--- src/rtl/hrhp_pkg.sv ---
// Package for the HTTP request header parser: phase codes, field kinds,
// status codes and byte class helpers. No dependencies.
package hrhp_pkg;

  localparam int LengthBits = 32;

  typedef enum logic [4:0] {
    PH_METHOD_START = 5'd0, PH_METHOD = 5'd1, PH_URI_START = 5'd2, PH_URI = 5'd3,
    PH_VER_H = 5'd4, PH_VER_T1 = 5'd5, PH_VER_T2 = 5'd6, PH_VER_P = 5'd7,
    PH_VER_SLASH = 5'd8, PH_MAJOR_START = 5'd9, PH_MAJOR = 5'd10,
    PH_MINOR_START = 5'd11, PH_MINOR = 5'd12, PH_NL_LINE = 5'd13,
    PH_HDR_LINE_START = 5'd14, PH_HDR_LWS = 5'd15, PH_HDR_NAME = 5'd16,
    PH_SPACE_VALUE = 5'd17, PH_HDR_VALUE = 5'd18, PH_NL_HDR = 5'd19,
    PH_NL_END = 5'd20, PH_BODY = 5'd21
  } phase_t;

  localparam logic [2:0] KIND_FRAME  = 3'd0;
  localparam logic [2:0] KIND_METHOD = 3'd1;
  localparam logic [2:0] KIND_URI    = 3'd2;
  localparam logic [2:0] KIND_NAME   = 3'd3;
  localparam logic [2:0] KIND_VALUE  = 3'd4;
  localparam logic [2:0] KIND_BODY   = 3'd5;

  localparam logic [1:0] ST_RUN  = 2'd0;
  localparam logic [1:0] ST_DONE = 2'd1;
  localparam logic [1:0] ST_ERR  = 2'd2;

  localparam logic OP_PARSE   = 1'b0;
  localparam logic OP_RESTART = 1'b1;

  typedef struct packed {
    logic [1:0]  status;
    logic [2:0]  field_kind;
    logic [7:0]  echo_byte;
    logic        header_start;
    logic [7:0]  version_major;
    logic [7:0]  version_minor;
    logic [31:0] body_length;
  } result_t;

  function automatic logic is_ctl(input logic [7:0] b);
    return (b <= 8'd31) || (b == 8'd127);
  endfunction

  function automatic logic is_tok(input logic [7:0] b);
    logic r;
    r = !((b <= 8'd31) || (b >= 8'd127));
    case (b)
      "(", ")", "<", ">", "@", ",", ";", ":", "\\", "\"", "/", "[", "]", "?",
      "=", "{", "}", " ": r = 1'b0;
      default: ;
    endcase
    return r;
  endfunction

  function automatic logic is_dig(input logic [7:0] b);
    return (b >= "0") && (b <= "9");
  endfunction

  function automatic logic [7:0] post_char(input logic [1:0] i);
    logic [7:0] c;
    case (i)
      2'd0: c = "P";
      2'd1: c = "O";
      2'd2: c = "S";
      default: c = "T";
    endcase
    return c;
  endfunction

  function automatic logic [7:0] cl_char(input logic [3:0] i);
    logic [7:0] c;
    case (i)
      4'd0: c = "C";  4'd1: c = "o";  4'd2: c = "n";  4'd3: c = "t";
      4'd4: c = "e";  4'd5: c = "n";  4'd6: c = "t";  4'd7: c = "-";
      4'd8: c = "L";  4'd9: c = "e";  4'd10: c = "n"; 4'd11: c = "g";
      4'd12: c = "t"; default: c = "h";
    endcase
    return c;
  endfunction

  // v*10 + digit, saturating at 255
  function automatic logic [7:0] ver_acc(input logic [7:0] v, input logic [7:0] b);
    logic [11:0] n;
    n = {1'b0, v, 3'b000} + {3'b000, v, 1'b0} + {8'd0, b[3:0]};
    return (n > 12'd255) ? 8'd255 : n[7:0];
  endfunction

endpackage

--- src/rtl/hrhp_core.sv ---
// Parser state and next-state logic for one byte per cycle; state advances only on step.
// Depends on hrhp_pkg.
module hrhp_core import hrhp_pkg::*; (
  input  logic        clk,
  input  logic        rst,
  input  logic        step,
  input  logic        opcode,
  input  logic [7:0]  data_byte,
  input  logic [31:0] max_body_length,
  output result_t     res
);

  phase_t          parse_phase, parse_phase_next;
  logic [7:0]      major_number, major_number_next, minor_number, minor_number_next;
  logic [2:0]      post_match_index, post_match_index_next;
  logic            post_mismatch, post_mismatch_next;
  logic [3:0]      name_match_index, name_match_index_next;
  logic            name_mismatch, name_mismatch_next;
  logic            any_header_seen, any_header_seen_next;
  logic            in_length_value, in_length_value_next;
  logic            length_found, length_found_next;
  logic [LengthBits:0] length_value, length_value_next;
  logic            length_digits_ok, length_digits_ok_next;
  logic [31:0]     body_remaining, body_remaining_next;
  logic [1:0]      finished, finished_next;
  logic [2:0]      kind;
  logic            hs, err;
  logic [LengthBits+4:0] lv_mul;
  logic            is_post_next;

  localparam logic [LengthBits:0] Cap = {1'b1, {LengthBits{1'b0}}};

  always_comb begin
    lv_mul = {1'b0, length_value, 3'b000} + {3'b000, length_value, 1'b0}
           + {{(LengthBits+1){1'b0}}, data_byte[3:0]};
  end

  always_comb begin
    parse_phase_next = parse_phase;
    major_number_next = major_number;
    minor_number_next = minor_number;
    post_match_index_next = post_match_index;
    post_mismatch_next = post_mismatch;
    name_match_index_next = name_match_index;
    name_mismatch_next = name_mismatch;
    any_header_seen_next = any_header_seen;
    in_length_value_next = in_length_value;
    length_found_next = length_found;
    length_value_next = length_value;
    length_digits_ok_next = length_digits_ok;
    body_remaining_next = body_remaining;
    finished_next = finished;
    kind = KIND_FRAME;
    hs = 1'b0;
    err = 1'b0;
    if (opcode == OP_RESTART) begin
      parse_phase_next = PH_METHOD_START;
      major_number_next = '0; minor_number_next = '0;
      post_match_index_next = '0; post_mismatch_next = 1'b0;
      name_match_index_next = '0; name_mismatch_next = 1'b0;
      any_header_seen_next = 1'b0; in_length_value_next = 1'b0;
      length_found_next = 1'b0; length_value_next = '0; length_digits_ok_next = 1'b0;
      body_remaining_next = '0; finished_next = ST_RUN;
    end else if (finished == ST_RUN) begin
      unique case (parse_phase)
        PH_METHOD_START, PH_METHOD: begin
          if (parse_phase == PH_METHOD && data_byte == " ") begin
            parse_phase_next = PH_URI_START;
          end else if (!is_tok(data_byte)) begin
            err = 1'b1;
          end else begin
            if (!post_mismatch && post_match_index < 3'd4 &&
                data_byte == post_char(post_match_index[1:0]))
              post_match_index_next = post_match_index + 3'd1;
            else
              post_mismatch_next = 1'b1;
            parse_phase_next = PH_METHOD;
            kind = KIND_METHOD;
          end
        end
        PH_URI_START, PH_URI: begin
          if (parse_phase == PH_URI && data_byte == " ") parse_phase_next = PH_VER_H;
          else if (is_ctl(data_byte)) err = 1'b1;
          else begin
            parse_phase_next = PH_URI;
            kind = KIND_URI;
          end
        end
        PH_VER_H:  if (data_byte == "H") parse_phase_next = PH_VER_T1; else err = 1'b1;
        PH_VER_T1: if (data_byte == "T") parse_phase_next = PH_VER_T2; else err = 1'b1;
        PH_VER_T2: if (data_byte == "T") parse_phase_next = PH_VER_P; else err = 1'b1;
        PH_VER_P:  if (data_byte == "P") parse_phase_next = PH_VER_SLASH; else err = 1'b1;
        PH_VER_SLASH: begin
          if (data_byte == "/") begin
            major_number_next = '0; minor_number_next = '0;
            parse_phase_next = PH_MAJOR_START;
          end else err = 1'b1;
        end
        PH_MAJOR_START: begin
          if (is_dig(data_byte)) begin
            major_number_next = ver_acc(major_number, data_byte);
            parse_phase_next = PH_MAJOR;
          end else err = 1'b1;
        end
        PH_MAJOR: begin
          if (data_byte == ".") parse_phase_next = PH_MINOR_START;
          else if (is_dig(data_byte)) major_number_next = ver_acc(major_number, data_byte);
          else err = 1'b1;
        end
        PH_MINOR_START: begin
          if (is_dig(data_byte)) begin
            minor_number_next = ver_acc(minor_number, data_byte);
            parse_phase_next = PH_MINOR;
          end else err = 1'b1;
        end
        PH_MINOR: begin
          if (data_byte == 8'h0d) parse_phase_next = PH_NL_LINE;
          else if (is_dig(data_byte)) minor_number_next = ver_acc(minor_number, data_byte);
          else err = 1'b1;
        end
        PH_NL_LINE, PH_NL_HDR: begin
          if (data_byte == 8'h0a) parse_phase_next = PH_HDR_LINE_START; else err = 1'b1;
        end
        PH_HDR_LINE_START: begin
          if (data_byte == 8'h0d) parse_phase_next = PH_NL_END;
          else if (any_header_seen && (data_byte == " " || data_byte == 8'h09))
            parse_phase_next = PH_HDR_LWS;
          else if (!is_tok(data_byte)) err = 1'b1;
          else begin
            any_header_seen_next = 1'b1;
            in_length_value_next = 1'b0;
            name_mismatch_next = (data_byte != cl_char(4'd0));
            name_match_index_next = (data_byte != cl_char(4'd0)) ? 4'd0 : 4'd1;
            parse_phase_next = PH_HDR_NAME;
            kind = KIND_NAME;
            hs = 1'b1;
          end
        end
        PH_HDR_NAME: begin
          if (data_byte == ":") begin
            if (!length_found && !name_mismatch && name_match_index == 4'd14) begin
              length_found_next = 1'b1; in_length_value_next = 1'b1;
              length_value_next = '0; length_digits_ok_next = 1'b0;
            end
            parse_phase_next = PH_SPACE_VALUE;
          end else if (!is_tok(data_byte)) err = 1'b1;
          else begin
            if (!name_mismatch && name_match_index < 4'd14 &&
                data_byte == cl_char(name_match_index))
              name_match_index_next = name_match_index + 4'd1;
            else
              name_mismatch_next = 1'b1;
            kind = KIND_NAME;
          end
        end
        PH_SPACE_VALUE: if (data_byte == " ") parse_phase_next = PH_HDR_VALUE; else err = 1'b1;
        PH_HDR_LWS, PH_HDR_VALUE: begin
          if (data_byte == 8'h0d) parse_phase_next = PH_NL_HDR;
          else if (parse_phase == PH_HDR_LWS && (data_byte == " " || data_byte == 8'h09)) begin
          end else if (is_ctl(data_byte)) err = 1'b1;
          else begin
            parse_phase_next = PH_HDR_VALUE;
            kind = KIND_VALUE;
            if (in_length_value) begin
              if (!is_dig(data_byte)) begin
                in_length_value_next = 1'b0;
                length_digits_ok_next = 1'b0;
              end else begin
                // saturate at 2^LengthBits once the product passes it
                length_value_next = (lv_mul > {4'd0, Cap}) ? Cap : lv_mul[LengthBits:0];
                length_digits_ok_next = 1'b1;
              end
            end
          end
        end
        PH_NL_END: begin
          if (data_byte != 8'h0a) err = 1'b1;
          else if (!(!post_mismatch && post_match_index == 3'd4)) finished_next = ST_DONE;
          else if (!length_found || !length_digits_ok ||
                   length_value > {1'b0, max_body_length}) err = 1'b1;
          else begin
            body_remaining_next = length_value[31:0];
            if (length_value[31:0] == '0) finished_next = ST_DONE;
            else parse_phase_next = PH_BODY;
          end
        end
        PH_BODY: begin
          kind = KIND_BODY;
          body_remaining_next = body_remaining - 32'd1;
          if (body_remaining == 32'd1) finished_next = ST_DONE;
        end
        default: err = 1'b1;
      endcase
      if (err) begin
        finished_next = ST_ERR;
        kind = KIND_FRAME;
        hs = 1'b0;
      end
    end
  end

  assign is_post_next = !post_mismatch_next && post_match_index_next == 3'd4;

  always_ff @(posedge clk) begin
    if (rst) begin
      parse_phase <= PH_METHOD_START;
      major_number <= '0; minor_number <= '0;
      post_match_index <= '0; post_mismatch <= 1'b0;
      name_match_index <= '0; name_mismatch <= 1'b0;
      any_header_seen <= 1'b0; in_length_value <= 1'b0;
      length_found <= 1'b0; length_value <= '0; length_digits_ok <= 1'b0;
      body_remaining <= '0; finished <= ST_RUN;
    end else if (step) begin
      parse_phase <= parse_phase_next;
      major_number <= major_number_next; minor_number <= minor_number_next;
      post_match_index <= post_match_index_next; post_mismatch <= post_mismatch_next;
      name_match_index <= name_match_index_next; name_mismatch <= name_mismatch_next;
      any_header_seen <= any_header_seen_next; in_length_value <= in_length_value_next;
      length_found <= length_found_next; length_value <= length_value_next;
      length_digits_ok <= length_digits_ok_next;
      body_remaining <= body_remaining_next; finished <= finished_next;
    end
  end

  always_comb begin
    res.status = finished_next;
    res.field_kind = kind;
    res.echo_byte = data_byte;
    res.header_start = hs;
    res.version_major = major_number_next;
    res.version_minor = minor_number_next;
    res.body_length = (is_post_next && finished_next != ST_ERR &&
                       (parse_phase_next == PH_BODY || finished_next == ST_DONE))
                      ? length_value_next[31:0] : 32'd0;
  end

endmodule

--- src/rtl/hrhp_out_reg.sv ---
// Output register with skid stage for result items.
// Depends on hrhp_pkg.
module hrhp_out_reg import hrhp_pkg::*; (
  input  logic    clk,
  input  logic    rst,
  input  logic    in_valid,
  output logic    in_ready,
  input  result_t in_data,
  output logic    out_valid,
  input  logic    out_ready,
  output result_t out_data
);

  result_t skid;
  logic    skid_valid;
  logic    out_valid_next, skid_valid_next;

  assign in_ready = !skid_valid;

  always_comb begin
    out_valid_next = out_valid;
    skid_valid_next = skid_valid;
    if (out_valid && out_ready) begin
      out_valid_next = skid_valid;
      skid_valid_next = 1'b0;
    end
    if (in_valid && in_ready) begin
      if (out_valid && !out_ready) skid_valid_next = 1'b1;
      else out_valid_next = 1'b1;
    end
  end

  always_ff @(posedge clk) begin
    if (rst) begin
      out_valid <= 1'b0;
      skid_valid <= 1'b0;
    end else begin
      out_valid <= out_valid_next;
      skid_valid <= skid_valid_next;
    end
  end

  always_ff @(posedge clk) begin
    if (out_valid && out_ready && skid_valid) out_data <= skid;
    if (in_valid && in_ready) begin
      if (out_valid && !out_ready) skid <= in_data;
      else out_data <= in_data;
    end
  end

endmodule

--- src/rtl/http_request_header_parser.sv ---
// HTTP request header parser: one input item per cycle, one result item each.
// Each result is registered in the output register, or in the skid slot while the output stalls.
// Throughput: one item per clock while results drain; a stalled result lets one
// more item into the skid slot, and input resumes the cycle after it empties.
// Reset (rst, synchronous): parser to method start, max_body_length to 65535.
// Depends on hrhp_pkg, hrhp_core, hrhp_out_reg.
module http_request_header_parser import hrhp_pkg::*; (
  input  logic        clk,
  input  logic        rst,
  input  logic        cfg_we,
  input  logic [31:0] cfg_wdata,
  input  logic        s_axis_tvalid,
  output logic        s_axis_tready,
  input  logic [7:0]  s_axis_tdata,   // [7:0] data_byte
  input  logic        s_axis_tuser,   // [0] opcode
  output logic        m_axis_tvalid,
  input  logic        m_axis_tready,
  // [1:0] status, [4:2] field_kind, [12:5] echo_byte, [13] header_start,
  // [21:14] version_major, [29:22] version_minor, [61:30] body_length, rest 0
  output logic [63:0] m_axis_tdata
);

  logic [31:0] max_body_length;
  result_t     res, res_q;
  logic        step;

  // configuration register
  always_ff @(posedge clk) begin
    if (rst) max_body_length <= 32'd65535;
    else if (cfg_we) max_body_length <= cfg_wdata;
  end

  assign step = s_axis_tvalid && s_axis_tready;

  hrhp_core u_core (
    .clk, .rst, .step,
    .opcode(s_axis_tuser), .data_byte(s_axis_tdata),
    .max_body_length, .res
  );

  hrhp_out_reg u_out (
    .clk, .rst,
    .in_valid(s_axis_tvalid), .in_ready(s_axis_tready), .in_data(res),
    .out_valid(m_axis_tvalid), .out_ready(m_axis_tready), .out_data(res_q)
  );

  assign m_axis_tdata = {2'b00, res_q.body_length, res_q.version_minor,
                         res_q.version_major, res_q.header_start, res_q.echo_byte,
                         res_q.field_kind, res_q.status};

  // status codes never exceed malformed
  a_status: assert property (@(posedge clk) disable iff (rst)
    m_axis_tvalid |-> (m_axis_tdata[1:0] != 2'd3)) else $error("bad status");
  // body length is reported only with a non-error status
  a_len: assert property (@(posedge clk) disable iff (rst)
    (m_axis_tvalid && m_axis_tdata[1:0] == ST_ERR) |-> (m_axis_tdata[61:30] == 32'd0))
    else $error("length on error");
  // header start only on header name bytes
  a_hs: assert property (@(posedge clk) disable iff (rst)
    (m_axis_tvalid && m_axis_tdata[13]) |-> (m_axis_tdata[4:2] == KIND_NAME))
    else $error("header start off name");

endmodule

--- config.mk ---
export PLATFORM = sky130hd
export DESIGN_NAME = http_request_header_parser
export DESIGN_NICKNAME = d
export VERILOG_FILES = /design/src/rtl/hrhp_pkg.sv /design/src/rtl/hrhp_core.sv /design/src/rtl/hrhp_out_reg.sv /design/src/rtl/http_request_header_parser.sv
export SDC_FILE = /design/constraint.sdc
export NUM_CORES = 1
export LEC_CHECK = 0
export BUFFER_PORTS_ARGS = -buffer_cell sky130_fd_sc_hd__buf_2
export CAP_MARGIN = 30
export CORE_MARGIN = 5
export CORE_UTILIZATION = 60
export CTS_CLUSTER_DIAMETER = 60
export DETAILED_ROUTE_END_ITERATION = 10
export PLACE_DENSITY = 0.86
export SETUP_SLACK_MARGIN = 0.02
export SYNTH_ARGS = -nofsm -noshare
export SYNTH_HDL_FRONTEND = slang
export SYNTH_SLANG_ARGS = --single-unit
--- constraint.sdc ---
create_clock -name clk -period 5 [get_ports clk]
set_clock_uncertainty 0.15 [all_clocks]
set_input_delay 0.25 -clock clk [delete_from_list [all_inputs] [get_ports clk]]
set_output_delay 0.25 -clock clk [all_outputs]
set_load 0.02 [all_outputs]
### Yosys cells after proc, flatten, opt, wreduce, memory -nomap -nowiden

Memories as Yosys holds them, arrays and structs flattened. A register that Yosys moved wholly into a read port is not among the register bits.
Index checks and enable logic that the tools add are counted.

* add/subtract/negate cells: 9
* magnitude comparators: 10
* equality and inequality tests: 79
* muxes and demuxes: 217
* reduce and logical (&&, ||, !) cells: 63

Operator list (count)
* $mux W33: 10
* $mux W32: 6
* $mux W62: 3
* $mux W8: 22
* $mux W5: 28
* $eq A8 B6 Y1 const B: 13
* $mux W1: 97
* $pmux W5 S17: 1
* $eq A8 B7 Y1 const B: 10
* $pmux W33 S2: 1
* $pmux W32 S2: 1
* $mux W3: 17
* $pmux W8 S3: 2
* $eq A5 B4 Y1 const B: 8
* $mux W4: 10
* $add A36 B34 Y37: 1
* $add A37 B4 Y37: 1
* $gt A37 B33 Y1 const B: 1
* $eq A5 B5 Y1 const B: 7
* $gt A33 B32 Y1: 1
* $eq A32 B1 Y1 const B: 1
* $logic_not A32 Y1: 1
* $sub A32 B1 Y32 const B: 1
* $ne A3 B3 Y1 const B: 9
* other kinds (48): 126

* register bits after elaboration: 259
* memory bits (read-only): 112
* logic and storage cells: 411
* memories: 1

Memory list
* (no name shown): words 16, width 7, read ports 1, clocked after memory_dff 1, write ports 0, RTL line hrhp_pkg.sv:73 `case (i)`

### Logic depth before layout (Yosys ltp)

* word-level depth: 28
* mapped depth: 17
* depth with buffers taken out: 14

### Modules after synthesis

From an unflattened synthesis, not the netlist that was laid out.

* cell total of the unflattened synthesis: 2293
* area, all modules: 19303.5 um2

By module, submodules not included
* hrhp_core: times used 1, cells an instance 1765, area an instance 12588.3 um2, sequential area each 2162.1 um2
* hrhp_out_reg: times used 1, cells an instance 420, area an instance 5512.8 um2, sequential area each 3143.0 um2
* http_request_header_parser: times used 1, cells an instance 108, area an instance 1202.4 um2, sequential area each 640.6 um2

### Worst setup path after synthesis

OpenSTA, ideal clock, no wires.

* path kind: input -> register
* start point: input port s_axis_tdata[3]
* end point: register u_out.skid[23] (netlist name) (data pin)
* setup time: 146 ps
* arrival: 3999 ps
* setup slack: 705 ps
* stages on the path: 16
* path through: buf_2 inv_1 fa_1 inv_1 ha_1 a211oi_1 o31ai_1 nand4_1 a311oi_1 o211ai_1 a32oi_1 o211ai_1 nor3_2 buf_2 nand3_1 a21oi_1

RTL lines
* start, declared: RTL line http_request_header_parser.sv:14 `input logic [7:0] s_axis_tdata,`
* end signal, assigned: RTL line hrhp_out_reg.sv:46 `if (out_valid && !out_ready) skid <= in_data;`
* end, declared: RTL line hrhp_out_reg.sv:14 `result_t skid;`

### Worst setup path after layout

* start point: register u_core.length_value[0]
* end point: register u_core.length_value[26]

* word-level cells in the longest chain between the ends: 12

RTL lines
* start, declared: RTL line hrhp_core.sv:22 `logic [LengthBits:0] length_value, length_value_next;`
* start signal, assigned: RTL line hrhp_core.sv:219 `length_found <= length_found_next; length_value <= length_value_next;`
* $add A36 B34 Y37 *: RTL line hrhp_core.sv:34 `lv_mul = {1'b0, length_value, 3'b000} + {3'b000, length_value, 1'b0}`
* $add A37 B4 Y37 *: RTL line hrhp_core.sv:35 `+ {{(LengthBits+1){1'b0}}, data_byte[3:0]};`
* $gt A37 B33 Y1: RTL line hrhp_core.sv:170 `length_value_next = (lv_mul > {4'd0, Cap}) ? Cap : lv_mul[LengthBits:0];`
* $mux W33 *: RTL line hrhp_core.sv:170
* $mux W33 *: RTL line hrhp_core.sv:165 `if (!is_dig(data_byte)) begin`
* $mux W33 *: RTL line hrhp_core.sv:164 `if (in_length_value) begin`
* $mux W33 *: RTL line hrhp_core.sv:160 `end else if (is_ctl(data_byte)) err = 1'b1;`
* $mux W33 *: RTL line hrhp_core.sv:159 `else if (parse_phase == PH_HDR_LWS && (data_byte == " " || data_byte == 8'h09)) begin`
* $mux W33 *: RTL line hrhp_core.sv:158 `if (data_byte == 8'h0d) parse_phase_next = PH_NL_HDR;`
* $pmux W33 S2 *: RTL line hrhp_core.sv:65 `unique case (parse_phase)`
* $mux W33 *: RTL line hrhp_core.sv:64 `end else if (finished == ST_RUN) begin`
* $mux W33 *: RTL line hrhp_core.sv:56 `if (opcode == OP_RESTART) begin`

Every way passes the cells marked *; elsewhere a longest branch is shown, timed or not. The select of a mux whose other input is x is not followed.
A chain may end at the register's enable or synchronous reset.

==> reports/metrics.cfg <==
[yosys]
ys_warn_count=0
syn_inst=2351
synth_adder_area_share_pct=10.20
synth-simple-area-share_pct=24.20
synth_enable_flop_cells=62
synth_ff_type=dfxtp_1
synth_top_family_by_area=simple AND/OR/NAND/NOR gates
synth_cell_type_count=84
synthXorXnorAreaFrac_pct=2.099
syn_area_per_cell_um2=7.809
yosysSeqAreaShare_pct=32.39
ys_seq_elements=266
synth_compound_area_share_pct=23.61
muxShareOfSynthArea_pct=2.147
syn_area_um2=18360
synthArstFlopShare_pct=0

[floorplan]
core-area_um2=30430
initial_utilization_pct=60.33
fp-row-count=64
chipWidth_um=184.9
die_area_um2=34200
io_pins=112
die_y_um=184.9

[critical_path]
crit_arrival_ns=5.12
critPathMaxStageDelay_ns=0.61
crit_required_ns=5.34
critical_path_buf_inv_count=3
path_max_fanout=8
r2r-end=u_core.length_value[26]
worstSetupStartpointType=flip-flop
worstSetupPathType=reg2reg
crit_family=compound AO/OA/AOI/OAI gates
r2r_start=u_core.length_value[0]
r2r_slack_ns=0.22
critPathCaptureType=flip-flop
slowest_stage=fa_1
crit_chain=inv_1, fa_1, inv_1, ha_1, a211oi_1, o31ai_1, buf_4, o2111ai_1, a31o_2, o21ai_0, a32oi_1, o21ai_1, nor2_1, nand3_1, o21ai_0
reg2regPathDepth=15

[finish]
mostFrequentLayoutCell=nand2_1
register_area_um2=5946
final_area_um2=21120
finalNetCount=2679
multi_input_area_um2=11510
layout-drive-gt1-share_pct=11.99
nFillCells=2362
syn_to_final_growth_pct=15.06
layout.cells.non_filler=2909
final_cell_mix=nand2_1, nor2_1, dfxtp_1

[timing]
worst_slack_ns=0.2215
drv_slew=0
worst_slew_pin_slew_ns=1.145
fin_crit_ns=4.778
max-slew-margin-rel_pct=23.64
fmax_mhz=209.3
rsz0062_at_grt=no
fin_tns_setup_ns=0
layout_worst_path_cycle_share_pct=95.57
hold_viol_final=0
setup_violations=0

[routing]
routed_wl_um=67530
routed-wl-met2_um=29340
wl_met3_um=9109
wl_per_cell_um=23.21
m1WireLength_um=25740
drt-initial-drc-count=2826
vias=19858
vias_per_cell=6.826
top_layer_used=met5
drc_errors=0
detail-route-antenna-nets=0
first_pass_iters=7

[status]
status=complete, no violations

[clock_network]
h-tree-depth=1
cts_tree=yes
cts_buffers=31
clockBufferDepth=3
root_buffer=clkbuf_16
cts.clk_slew.worst_paths_ns=0.07
cts_sinks=266
post-cts-setup-buffers=0
insertion_delay_ns=0.58

[placement]
io_buffers=109
dp_cells=2810
place.gp.congestion=1.075
dp_hpwl_um=48040
placed_cell_area_um2=19620
dp_slack_ns=0.09297

[power]
p_comb_share_pct=12.4
p_int_w=0.003928
pwr-share-seq_pct=43.3
switching_share_pct=27.53
ir_drop_uv=311.9
p_per_area_nw_per_um2=256.6
power_switching_w=0.001492
power_w=0.005421
pwr-share-clk_pct=44.3
total_leakage_power_nw=8.813

[min_path]
hold_class=in2reg
min_delay_path_depth=2
holdPathEnd=u_out.skid[52]
min-delay-start=s_axis_tdata[3]

[global_route]
grt_pass1_wl_um=103400
grt_max_degree=55
grt_pass1_vias=18878
gr-total-overflow=0
antenna_found_initial=2
track_usage_pct=37.80

[job]
max-cap-violations=0

cells in the mapped netlist, drive strengths merged (8+ instances only):
cell type,number,area [um2]
xnor2,21,183.9
inv,106,397.9
a21boi,8,60.06
xor2,23,201.4
o211ai,37,277.8
a211oi,43,337.8
nor2,219,822.0
a21oi,193,965.9
clkbuf,112,420.4
o2bb2ai,13,113.9
nor4b,10,87.58
dfxtp,204,4084
and2,26,162.7
and3,39,244.0
o21a,14,105.1
o31ai,11,82.58
a22o,8,70.07
a311oi,19,172.7
buf,32,157.6
or4,8,60.06
o21ai,123,615.6
nand4,39,244.0
o21bai,9,67.56
a2111oi,9,86.33
a31oi,57,356.6
o221ai,9,78.83
edfxtp,62,1862
a22oi,21,157.7
o22ai,10,62.56
or2,9,56.31
nor3b,9,72.57
mux2i,36,360.4
nor3,53,275.3
nor4,38,237.7
nand3,67,335.3
nor2b,17,106.4
o32ai,9,78.83
nand2,342,1284
a21o,26,195.2
or3,23,143.9
nand2b,13,81.33
ha,140,1752
layout make-up:
cell class / count / share of cell area, %
Clock buffer: 34 / 3.773
Multi-Input combinational cell: 1835 / 54.50
Timing Repair Buffer: 246 / 8.032
Clock inverter: 23 / 1.273
Inverter: 107 / 1.901
Sequential cell: 266 / 28.15
Tap cell: 396 / 2.346
Antenna cell: 2 / 0.02369
flip-flops by register name, indices dropped and copies added (netlist names), 2 cells and up, named ones only:
signal	count
u_out.skid	62
max_body_length	32
u_core.major_number	8
u_core.post_match_index	3
u_core.minor_number	8
u_core.name_match_index	4
u_core.parse_phase	5
u_core.length_value	33
u_out.out_data	62
u_core.finished	2
u_core.body_remaining	32
routing by layer:
metal,GRT usage [%],vias to the layer above
met5,0,-
met4,15.44,2
met3,10.80,292
met2,58.90,1419
met1,49.61,9251
li1,-,8894
power groups by stage:
| stage | logic (W) | registers, W | clock network [W] |
|---|---|---|---|
| floorplan | 0.000354 | 0.00244 | 0 |
| global placement | 0.000607 | 0.00238 | 0 |
| detailed placement | 0.000622 | 0.00239 | 0 |
| CTS | 0.000652 | 0.00234 | 0.00239 |
| global route | 0.000724 | 0.00235 | 0.00248 |
| finish | 0.000675 | 0.00234 | 0.00240 |
stage by stage:
step                hold slack (ns)  utilization (%)
finish                      0.09230            69.42
global route                0.08403            69.40
CTS                         0.08021            69.28
detailed placement           0.3115            64.49
global placement             0.3055            64.49
floorplan                    0.1956                -
worst max-delay path by stage:
stage	startpoint	endpoint	depth (start not counted)
after CTS	s_axis_tdata[1]	u_out.out_data[3]	14
after floorplan	s_axis_tdata[3]	u_out.skid[23]	16
after detailed placement	s_axis_tdata[3]	u_core.length_value[12]	15
after global routing	u_core.length_value[0]	u_core.length_value[26]	15
final	u_core.length_value[0]	u_core.length_value[26]	15
after global placement	s_axis_tdata[3]	u_core.length_value[15]	15
logic make-up (layout without fill, tap and decap cells):
logic type      count (synthesis)  in the layout
mux                            39             39
simple gates                  937            937
fa+ha+maj                     146            146
flops                         266            266
xor+xnor                       44             44
other cells                     1              4
compound gates                667            667
buf+inv                       251            410
what timing repair did:
item	in CTS	in global routing
hold buffers	39	0
resized for setup	0	4
endpoints found under the setup margin	0	69
endpoints found under the hold margin	43	0
No activity file was read; power rests on OpenSTA's default activity.
